File: config.mk
export PLATFORM = sky130hd
export DESIGN_NAME = text_or_binary_command_deframer
export DESIGN_NICKNAME = d
export VERILOG_FILES = /design/src/rtl/tbcd_pkg.sv /design/src/rtl/tbcd_fifo.sv /design/src/rtl/tbcd_front.sv /design/src/rtl/tbcd_back.sv /design/src/rtl/text_or_binary_command_deframer.sv
export SDC_FILE = /design/constraint.sdc
export NUM_CORES = 1
export LEC_CHECK = 0
export BUFFER_PORTS_ARGS = -buffer_cell sky130_fd_sc_hd__buf_4
export CAP_MARGIN = 20
export CORE_MARGIN = 2
export CORE_UTILIZATION = 60
export DETAILED_ROUTE_END_ITERATION = 8
export PLACE_DENSITY = 0.82
export SLEW_MARGIN = 20
export SYNTH_ARGS = -nofsm -noshare
export SYNTH_HDL_FRONTEND = slang
export SYNTH_SLANG_ARGS = --single-unit
File: constraint.sdc
create_clock -name clk_i -period 2.9 [get_ports clk_i]
set_clock_uncertainty 0.05 [all_clocks]
set_input_delay 0.29 -clock clk_i [delete_from_list [all_inputs] [get_ports clk_i]]
set_output_delay 0.29 -clock clk_i [all_outputs]
set_load 0.005 [all_outputs]
File: src/rtl/tbcd_pkg.sv
// shared types and constants of the text or binary command deframer
`default_nettype none

package tbcd_pkg;

  // default command buffer depth in bytes (supported range 2 to 64)
  localparam int CMD_BYTES_DEF = 64;

  // byte count width, holds the full buffer depth
  localparam int CNT_W  = 7;
  // buffer address width of the write transfer, covers the largest depth
  localparam int BUF_AW = 6;

  // descriptor queue depth between front and back
  localparam int Q_DEPTH = 2;

  localparam logic [7:0] CHAR_C  = 8'h43;
  localparam logic [7:0] CHAR_B  = 8'h42;
  localparam logic [7:0] CHAR_L  = 8'h4C;
  localparam logic [7:0] CHAR_LF = 8'h0A;
  localparam logic [7:0] CHAR_CR = 8'h0D;

  typedef enum logic [1:0] {
    KIND_DATA   = 2'd0,
    KIND_EMPTY  = 2'd1,
    KIND_LISTEN = 2'd2
  } kind_e;

  // one framed command as handed from front to back
  typedef struct packed {
    kind_e            kind;
    logic [CNT_W-1:0] count;
  } desc_t;

  // write into the command buffer
  typedef struct packed {
    logic              en;
    logic [BUF_AW-1:0] addr;
    logic [7:0]        data;
  } buf_wr_t;

endpackage

`default_nettype wire

File: src/rtl/tbcd_fifo.sv
// short descriptor queue between the framing front and the replay back
`default_nettype none

module tbcd_fifo (
  input  logic           clk_i,
  input  logic           rst_ni,
  input  logic           push_i,
  input  tbcd_pkg::desc_t desc_i,
  output logic           full_o,
  input  logic           pop_i,
  output tbcd_pkg::desc_t desc_o,
  output logic           empty_o
);
  import tbcd_pkg::*;

  localparam int PW = (Q_DEPTH > 1) ? $clog2(Q_DEPTH) : 1;
  localparam int CW = $clog2(Q_DEPTH + 1);

  desc_t         store_q [Q_DEPTH];
  logic [PW-1:0] wr_ptr_q, wr_ptr_d;
  logic [PW-1:0] rd_ptr_q, rd_ptr_d;
  logic [CW-1:0] cnt_q, cnt_d;

  logic do_push, do_pop;

  assign full_o  = (cnt_q == CW'(Q_DEPTH));
  assign empty_o = (cnt_q == '0);
  assign desc_o  = store_q[rd_ptr_q];

  assign do_push = push_i && !full_o;
  assign do_pop  = pop_i && !empty_o;

  always_comb begin
    wr_ptr_d = wr_ptr_q;
    rd_ptr_d = rd_ptr_q;
    cnt_d    = cnt_q;
    if (do_push) begin
      wr_ptr_d = (wr_ptr_q == PW'(Q_DEPTH - 1)) ? '0 : wr_ptr_q + 1'b1;
    end
    if (do_pop) begin
      rd_ptr_d = (rd_ptr_q == PW'(Q_DEPTH - 1)) ? '0 : rd_ptr_q + 1'b1;
    end
    if (do_push && !do_pop) begin
      cnt_d = cnt_q + 1'b1;
    end else if (do_pop && !do_push) begin
      cnt_d = cnt_q - 1'b1;
    end
  end

  always_ff @(posedge clk_i or negedge rst_ni) begin
    if (!rst_ni) begin
      wr_ptr_q <= '0;
      rd_ptr_q <= '0;
      cnt_q    <= '0;
    end else begin
      wr_ptr_q <= wr_ptr_d;
      rd_ptr_q <= rd_ptr_d;
      cnt_q    <= cnt_d;
    end
  end

  always_ff @(posedge clk_i) begin
    if (do_push) begin
      store_q[wr_ptr_q] <= desc_i;
    end
  end

  // the front only pushes when there is room
  a_no_overflow : assert property (@(posedge clk_i) disable iff (!rst_ni)
    push_i |-> !full_o)
    else $error("descriptor pushed into a full queue");

endmodule

`default_nettype wire

File: src/rtl/tbcd_front.sv
// framing front: classifies received bytes and fills the command buffer
`default_nettype none

module tbcd_front #(
  parameter int CMD_BYTES = tbcd_pkg::CMD_BYTES_DEF
) (
  input  logic              clk_i,
  input  logic              rst_ni,
  input  logic              push_i,
  output logic              full_o,
  input  logic [7:0]        rx_byte_i,
  output logic              q_push_o,
  output tbcd_pkg::desc_t   q_desc_o,
  input  logic              q_full_i,
  input  logic              release_i,
  output tbcd_pkg::buf_wr_t wr_o
);
  import tbcd_pkg::*;

  typedef enum logic [2:0] {
    PH_IDLE    = 3'd0,
    PH_TEXT    = 3'd1,
    PH_BLEN    = 3'd2,
    PH_BDATA   = 3'd3,
    PH_DISCARD = 3'd4
  } phase_e;

  phase_e           phase_q, phase_d;
  logic [CNT_W-1:0] cnt_q, cnt_d;
  logic [CNT_W-1:0] rem_q, rem_d;
  logic             lock_q, lock_d;

  logic             acc, eol;
  logic [CNT_W-1:0] cnt_inc;

  // buffer is held from a stored command until replay has read it back
  assign full_o  = q_full_i || lock_q;
  assign acc     = push_i && !full_o;
  assign eol     = (rx_byte_i == CHAR_LF) || (rx_byte_i == CHAR_CR);
  assign cnt_inc = cnt_q + 1'b1;

  always_comb begin
    phase_d  = phase_q;
    cnt_d    = cnt_q;
    rem_d    = rem_q;
    lock_d   = lock_q && !release_i;
    q_push_o = 1'b0;
    q_desc_o = '{kind: KIND_LISTEN, count: '0};
    wr_o     = '{en: 1'b0, addr: cnt_q[BUF_AW-1:0], data: rx_byte_i};
    if (acc) begin
      unique case (phase_q)
        PH_TEXT: begin
          if (eol) begin
            q_push_o = 1'b1;
            q_desc_o = '{kind: (cnt_q == '0) ? KIND_EMPTY : KIND_DATA, count: cnt_q};
            lock_d   = (cnt_q != '0);
            phase_d  = PH_IDLE;
          end else begin
            wr_o.en = 1'b1;
            cnt_d   = cnt_inc;
            if (cnt_inc >= CNT_W'(CMD_BYTES)) begin
              phase_d = PH_DISCARD;
            end
          end
        end
        PH_BLEN: begin
          if (rx_byte_i > 8'(CMD_BYTES)) begin
            phase_d = PH_IDLE;
          end else if (rx_byte_i == '0) begin
            q_push_o = 1'b1;
            q_desc_o = '{kind: KIND_EMPTY, count: '0};
            phase_d  = PH_IDLE;
          end else begin
            rem_d   = rx_byte_i[CNT_W-1:0];
            phase_d = PH_BDATA;
          end
        end
        PH_BDATA: begin
          wr_o.en = 1'b1;
          cnt_d   = cnt_inc;
          rem_d   = rem_q - 1'b1;
          if (rem_q == CNT_W'(1)) begin
            q_push_o = 1'b1;
            q_desc_o = '{kind: KIND_DATA, count: cnt_inc};
            lock_d   = 1'b1;
            phase_d  = PH_IDLE;
          end
        end
        PH_DISCARD: begin
          if (eol) begin
            phase_d = PH_IDLE;
          end
        end
        default: begin
          // idle, and any stray code behaves as idle
          phase_d = PH_IDLE;
          if (rx_byte_i == CHAR_C) begin
            phase_d = PH_TEXT;
            cnt_d   = '0;
          end else if (rx_byte_i == CHAR_B) begin
            phase_d = PH_BLEN;
            cnt_d   = '0;
            rem_d   = '0;
          end else if (rx_byte_i == CHAR_L) begin
            q_push_o = 1'b1;
            q_desc_o = '{kind: KIND_LISTEN, count: '0};
          end
        end
      endcase
    end
  end

  always_ff @(posedge clk_i or negedge rst_ni) begin
    if (!rst_ni) begin
      phase_q <= PH_IDLE;
      cnt_q   <= '0;
      rem_q   <= '0;
      lock_q  <= 1'b0;
    end else begin
      phase_q <= phase_d;
      cnt_q   <= cnt_d;
      rem_q   <= rem_d;
      lock_q  <= lock_d;
    end
  end

  // a held buffer only follows a finished command, so framing is idle
  a_lock_idle : assert property (@(posedge clk_i) disable iff (!rst_ni)
    lock_q |-> (phase_q == PH_IDLE))
    else $error("buffer held while framing a command");

  // text framing never sits on a full buffer
  a_text_room : assert property (@(posedge clk_i) disable iff (!rst_ni)
    (phase_q == PH_TEXT) |-> (cnt_q < CNT_W'(CMD_BYTES)))
    else $error("text command past buffer end");

endmodule

`default_nettype wire

File: src/rtl/tbcd_back.sv
// replay back: command buffer memory and the result register
`default_nettype none

module tbcd_back #(
  parameter int CMD_BYTES = tbcd_pkg::CMD_BYTES_DEF
) (
  input  logic              clk_i,
  input  logic              rst_ni,
  input  tbcd_pkg::buf_wr_t wr_i,
  input  tbcd_pkg::desc_t   q_desc_i,
  input  logic              q_empty_i,
  output logic              q_pop_o,
  output logic              release_o,
  output logic              empty_o,
  input  logic              pop_i,
  output logic [1:0]        kind_o,
  output logic [7:0]        cmd_byte_o,
  output logic              last_o
);
  import tbcd_pkg::*;

  localparam int AW = $clog2(CMD_BYTES);

  logic [7:0]       mem_q [CMD_BYTES];
  logic [7:0]       rdata_q;

  logic             out_vld_q, out_vld_d;
  kind_e            out_kind_q, out_kind_d;
  logic             out_last_q, out_last_d;
  logic             active_q, active_d;
  logic [CNT_W-1:0] idx_q, idx_d;
  logic [CNT_W-1:0] n_q, n_d;
  logic             release_q, release_d;

  logic             out_free, rd_en;
  logic [AW-1:0]    rd_addr;
  logic [CNT_W-1:0] idx_inc;

  assign out_free  = !out_vld_q || pop_i;
  assign idx_inc   = idx_q + 1'b1;
  assign empty_o   = !out_vld_q;
  assign kind_o    = out_kind_q;
  assign last_o    = out_last_q;
  assign cmd_byte_o = (out_kind_q == KIND_DATA) ? rdata_q : '0;
  assign release_o = release_q;

  always_comb begin
    out_vld_d  = out_vld_q;
    out_kind_d = out_kind_q;
    out_last_d = out_last_q;
    active_d   = active_q;
    idx_d      = idx_q;
    n_d        = n_q;
    release_d  = 1'b0;
    q_pop_o    = 1'b0;
    rd_en      = 1'b0;
    rd_addr    = idx_q[AW-1:0];
    if (active_q && out_free) begin
      // next stored byte of the command being replayed
      rd_en      = 1'b1;
      out_vld_d  = 1'b1;
      out_kind_d = KIND_DATA;
      out_last_d = (idx_inc == n_q);
      idx_d      = idx_inc;
      if (idx_inc == n_q) begin
        active_d  = 1'b0;
        release_d = 1'b1;
      end
    end else if (!active_q && out_free && !q_empty_i) begin
      q_pop_o    = 1'b1;
      out_vld_d  = 1'b1;
      out_kind_d = q_desc_i.kind;
      out_last_d = 1'b1;
      if (q_desc_i.kind == KIND_DATA) begin
        rd_en      = 1'b1;
        rd_addr    = '0;
        out_last_d = (q_desc_i.count == CNT_W'(1));
        idx_d      = CNT_W'(1);
        n_d        = q_desc_i.count;
        active_d   = (q_desc_i.count != CNT_W'(1));
        release_d  = (q_desc_i.count == CNT_W'(1));
      end
    end else if (pop_i) begin
      out_vld_d = 1'b0;
    end
  end

  always_ff @(posedge clk_i or negedge rst_ni) begin
    if (!rst_ni) begin
      out_vld_q  <= 1'b0;
      out_kind_q <= KIND_EMPTY;
      out_last_q <= 1'b0;
      active_q   <= 1'b0;
      idx_q      <= '0;
      n_q        <= '0;
      release_q  <= 1'b0;
    end else begin
      out_vld_q  <= out_vld_d;
      out_kind_q <= out_kind_d;
      out_last_q <= out_last_d;
      active_q   <= active_d;
      idx_q      <= idx_d;
      n_q        <= n_d;
      release_q  <= release_d;
    end
  end

  // command buffer, one write and one registered read port
  always_ff @(posedge clk_i) begin
    if (wr_i.en) begin
      mem_q[wr_i.addr[AW-1:0]] <= wr_i.data;
    end
  end

  always_ff @(posedge clk_i) begin
    if (rd_en) begin
      rdata_q <= mem_q[rd_addr];
    end
  end

  // replay never reads past the stored length
  a_idx_range : assert property (@(posedge clk_i) disable iff (!rst_ni)
    active_q |-> (idx_q < n_q))
    else $error("replay index past command length");

  // the buffer release is never asserted twice in a row, it follows the last read
  a_release_once : assert property (@(posedge clk_i) disable iff (!rst_ni)
    release_q |=> !release_q)
    else $error("buffer released twice in a row");

endmodule

`default_nettype wire

File: src/rtl/text_or_binary_command_deframer.sv
// top level of the text or binary command deframer
`default_nettype none

// throughput: one received byte per cycle while a command is being framed and the descriptor queue is not full
// input stalls from the byte that completes a data command until its last
//   stored byte has been read from the buffer
// replay gives one result per cycle while results are taken, from the registered-read buffer memory
// after the completing transfer the descriptor is stored in the queue, then the first byte enters the result register
// reset: asynchronous, active low; framing idle, queue and result register empty, buffer left as is

module text_or_binary_command_deframer #(
  parameter int CMD_BYTES = tbcd_pkg::CMD_BYTES_DEF
) (
  input  logic       clk_i,
  input  logic       rst_ni,
  // input side, a transfer when push is high and full is low
  input  logic       push,
  output logic       full,
  input  logic [7:0] rx_byte_i,
  // result side, a transfer when pop is high and empty is low
  output logic       empty,
  input  logic       pop,
  output logic [1:0] kind_o,
  output logic [7:0] cmd_byte_o,
  output logic       last_o
);
  import tbcd_pkg::*;

  // front to queue
  logic    q_push, q_full;
  desc_t   q_desc_in;
  // queue to back
  logic    q_pop, q_empty;
  desc_t   q_desc_out;
  // buffer write from front, buffer release from back
  buf_wr_t buf_wr;
  logic    buf_release;

  // framing: classifies bytes, fills the buffer, emits command descriptors
  tbcd_front #(
    .CMD_BYTES (CMD_BYTES)
  ) u_front (
    .clk_i     (clk_i),
    .rst_ni    (rst_ni),
    .push_i    (push),
    .full_o    (full),
    .rx_byte_i (rx_byte_i),
    .q_push_o  (q_push),
    .q_desc_o  (q_desc_in),
    .q_full_i  (q_full),
    .release_i (buf_release),
    .wr_o      (buf_wr)
  );

  // decouples framing from replay so each side stalls on its own
  tbcd_fifo u_fifo (
    .clk_i   (clk_i),
    .rst_ni  (rst_ni),
    .push_i  (q_push),
    .desc_i  (q_desc_in),
    .full_o  (q_full),
    .pop_i   (q_pop),
    .desc_o  (q_desc_out),
    .empty_o (q_empty)
  );

  // replay: reads the buffer back and drives the result register
  tbcd_back #(
    .CMD_BYTES (CMD_BYTES)
  ) u_back (
    .clk_i      (clk_i),
    .rst_ni     (rst_ni),
    .wr_i       (buf_wr),
    .q_desc_i   (q_desc_out),
    .q_empty_i  (q_empty),
    .q_pop_o    (q_pop),
    .release_o  (buf_release),
    .empty_o    (empty),
    .pop_i      (pop),
    .kind_o     (kind_o),
    .cmd_byte_o (cmd_byte_o),
    .last_o     (last_o)
  );

endmodule

`default_nettype wire
==> results by group <==
Global routing
  • Met1 Use GR: 0.389
  • GRT overflow: 0
  • Met2 Use GR: 0.458
  • Vias in the first global route: between 10k and 15k
  • Gr busiest metal: met2
  • Tot GR Track Use: 0.286
  • Initial antenna violation count: 0
  • First-pass GRT wire length: a little under 90000 um
  • Largest net degree at the start of global routing: 72
  • Met3 Use GR: 0.0542

Layout
  • Total area of sequential cells: approximately 17000 um^2
  • Final instance area: between 20000 and 30000 um^2
  • Ant. Diodes: 0
  • Multi-input gate area: roughly 6200 um^2
  • Share of cells above drive strength 1: 0.198
  • FILL cells: approximately 2.3k
  • Area grow syn2layout: 12.6%
  • Final Core Density: 0.681
  • Fin nets: 1499

Power
  • Int Power: ~14 mW
  • Sw Pwr: between 3 and 4 mW
  • Clock power share: 0.440
  • Switching Share: 0.200
  • Register share of total power: 0.536
  • Comb pwr share: 0.023
  • Maximum vdd drop: between 0.4 and 0.5 mV
  • PwrDens: approximately 640 nW/um^2
  • Leak: 9.01 nW

Setup path
  • Setup crit start kind: flop
  • CP arrival: ~3.1 ns
  • CP endpoint kind: flop
  • FF-to-FF setup slack: between 0.06 and 0.07 ns
  • Critical Path RT: ~3.2 ns
  • Depth of the worst register-to-register path: 7
  • Crit path max fanout: slightly above 50
  • Crit Path Class: flop to flop

CTS
  • # H-tree levels: 2
  • Worst skew pair latency: roughly 0.6 ns
  • Clk sinks: 580
  • Clock transition at path regs: around 0.070 ns
  • Total CTS buffers: 54
  • Clk root buf: clkbuf_16
  • CTS Buffer Depth: 3
  • Clock tree from TritonCTS: done

Flow run
  • MaxCap Viol Count: 0

Synth
  • Post-synth EDFFs: 538
  • Sequential area share after synthesis: 0.719
  • Netlist Area Pre-Place: around 24000 um^2
  • Ys Warns: 0
  • Post-synth net total: around 1.4k
  • Proportion of netlist area held by the largest area contributor: 0.675
  • Synth top area cells: edfxtp_1 68%, mux4_2 7.1%, dfrtp_1 4.3%, mux2i_1 3.4%, nor2_1 2.2%
  • Cell variety after synth: just over 70
  • Gate count of the mapped netlist: between 1k and 1.5k
  • Main flop type after synthesis: edfxtp_1
  • Cell taking the most area after synthesis: edfxtp_1
  • Syn avg cell area: between 15 and 20 um^2
  • Seq cells post-synth: slightly below 600
  • Async set or reset register ratio after synthesis: 0.0724

Floorplan
  • Die width: between 200 and 250 um
  • Standard-cell rows: 73
  • Ports: 25
  • Die area: around 41000 um^2
  • Die height: 204 um
  • Core box area: between 30000 and 40000 um^2
  • Initial Util: 0.605

Drt
  • Final ANT Viol Nets: 0
  • Drt wl/cell: about 28 um
  • Vias/cell: between 6 and 7
  • Starting DRT DRC Count: a little under 2k
  • Final wirelength: 58000 um
  • Via count: approximately 14k
  • Post-route DRC: 0
  • DR pass1 iterations: 6

STA
  • Rel. slew slack: 0.373
  • F_max: 0.352 GHz
  • Total negative slack: 0 ns
  • Final min period: between 2 and 3 ns
  • Final-report max-slew violation count: 0
  • Worst-margin pin slew: ~0.94 ns
  • Tcrit/Tclk final: 0.979
  • Hold Fails Final Rpt: 0
  • Final setup viols: 0
  • RSZ-0062 raised after global routing: no

Worst hold path
  • HP Class: primary input to flop
  • Hold depth: 3

Place
  • Gp weighted congestion: 0.894
  • IO Port Bufs: 24
  • Placed Area: between 20000 and 25000 um^2
  • Detailed placement HPWL: 35100 um

Status
  • Outcome: finished, final reports clean
metrics by stage:
| step | hold slack (ns) | setup slack (ns) | std cells | power [mW] |
|---|---|---|---|---|
| after CTS | 0.0405 | 0.00609 | 2048 | 17.2 |
| after floorplan | -0.0556 | 0.451 | 1402 | 9.54 |
| final | 0.0693 | 0.0607 | 2050 | 17.2 |
| after detailed placement | 0.283 | -0.0557 | 1946 | 9.78 |
| after global placement | 0.277 | -0.00301 | 1946 | 9.77 |
| after global routing | 0.0932 | 0.0146 | 2050 | 17.5 |
final cells by class:
type                            instances  share of cell area
Sequential cell                       580               0.639
Multi-Input combinational cell        727               0.231
Clock buffer                           64              0.0543
Timing Repair Buffer                  104              0.0328
Tap cell                              525              0.0244
Clock inverter                         36              0.0166
Inverter                               14             0.00195
cell usage after synthesis (all sizes together) (8+ instances only):
library cell / count
edfxtp: 538
nor2: 139
mux4: 89
mux2i: 81
o21ai: 60
buf: 53
dfrtp: 41
nand2: 41
a21oi: 28
clkbuf: 28
a22oi: 19
nand3: 18
mux2: 17
o211ai: 15
o22ai: 15
nor2b: 14
a211oi: 13
a31oi: 13
inv: 13
nor3: 12
and2: 11
a221oi: 10
xnor2: 10
xor2: 8
cells in the final DEF, fill, tap and decap left out, drive strengths merged, types with 8 or more instances in the layout:
cell type / synthesis / final
xor2: 8 / 8
a31oi: 13 / 13
mux4: 89 / 89
a22oi: 19 / 19
a211oi: 13 / 13
and2: 11 / 11
bufinv: 0 / 9
inv: 13 / 17
buf: 53 / 102
dfrtp: 41 / 41
mux2i: 81 / 81
o211ai: 15 / 15
xnor2: 10 / 10
clkbuf: 28 / 64
nand2: 41 / 41
clkinv: 1 / 20
a221oi: 10 / 10
nor2: 139 / 139
edfxtp: 538 / 538
nor2b: 14 / 14
nand3: 18 / 18
o22ai: 15 / 15
a21oi: 28 / 28
o21ai: 60 / 60
mux2: 17 / 17
nor3: 12 / 12
per-layer routing:
layer	part of all wire	wire length, um
met5	0	0
met4	0.045	2620
met3	0.10	6090
met2	0.48	27900
met1	0.37	21400
kinds of logic after synthesis:
| logic type | synth area share |
|---|---|
| buf+inv | 0.0206 |
| fa+ha+maj | 0.00314 |
| mux | 0.128 |
| xor+xnor | 0.00659 |
| simple gates | 0.0573 |
| flops | 0.719 |
| compound gates | 0.0649 |
power by group through the flow:
stage / clock network [mW] / registers [mW] / logic (mW)
2_1_floorplan: 0 / 9.36 / 0.175
3_3_place_gp: 0 / 9.38 / 0.390
3_5_place_dp: 0 / 9.38 / 0.402
4_1_cts: 7.59 / 9.20 / 0.407
5_1_grt: 7.89 / 9.21 / 0.437
6_report: 7.55 / 9.21 / 0.403
registers in the layout, summed over array words and instances (netlist names):
register          flops
u_back.mem_q        512
u_fifo.store_q       18
u_back.rdata_q        8
u_back.idx_q          7
u_back.n_q            7
u_front.cnt_q         7
u_front.rem_q         7
u_front.phase_q       3
u_back.kind_o         2
u_fifo.cnt_q          2
u_back.active_q       1
u_back.last_o         1
u_back.out_vld_q      1
u_back.release_o      1
u_fifo.rd_ptr_q       1
u_fifo.wr_ptr_q       1
u_front.lock_q        1
timing repair:
item                       in CTS  in global routing
pin swaps                       0                  0
setup endpoints to repair       4                  6
hold endpoints to repair       42                  0
gates cloned                    0                  0
buffers inserted                0                  2
hold buffers                    2                  0
resized for setup               1                  0
critical path, cell delays in order, from the launching register on:
cell	delay, ns
dfrtp_4	0.67
buf_12	0.33
buf_4	0.27
mux4_2	0.36
mux2i_1	0.31
o21ai_0	0.16
a31oi_1	0.24
o32ai_1	0.13
worst paths after layout:
kind | from | end
worst max register to register | u_back.idx_q[0]$_DFFE_PN0P_ | u_back.rdata_q[7]$_DFFE_PP_
worst max-delay path | u_back.idx_q[0]$_DFFE_PN0P_ | u_back.rdata_q[7]$_DFFE_PP_
max in group asynchronous | rst_ni | u_back.idx_q[1]$_DFFE_PN0P_
worst min register to register | u_back.release_o$_DFF_PN0_ | u_front.lock_q$_DFF_PN0_
min in group asynchronous | rst_ni | u_fifo.rd_ptr_q$_DFFE_PN0P_
worst min-delay path | pop | u_back.out_vld_q$_DFFE_PN0P_
No activity file was read; power rests on OpenSTA's default activity.
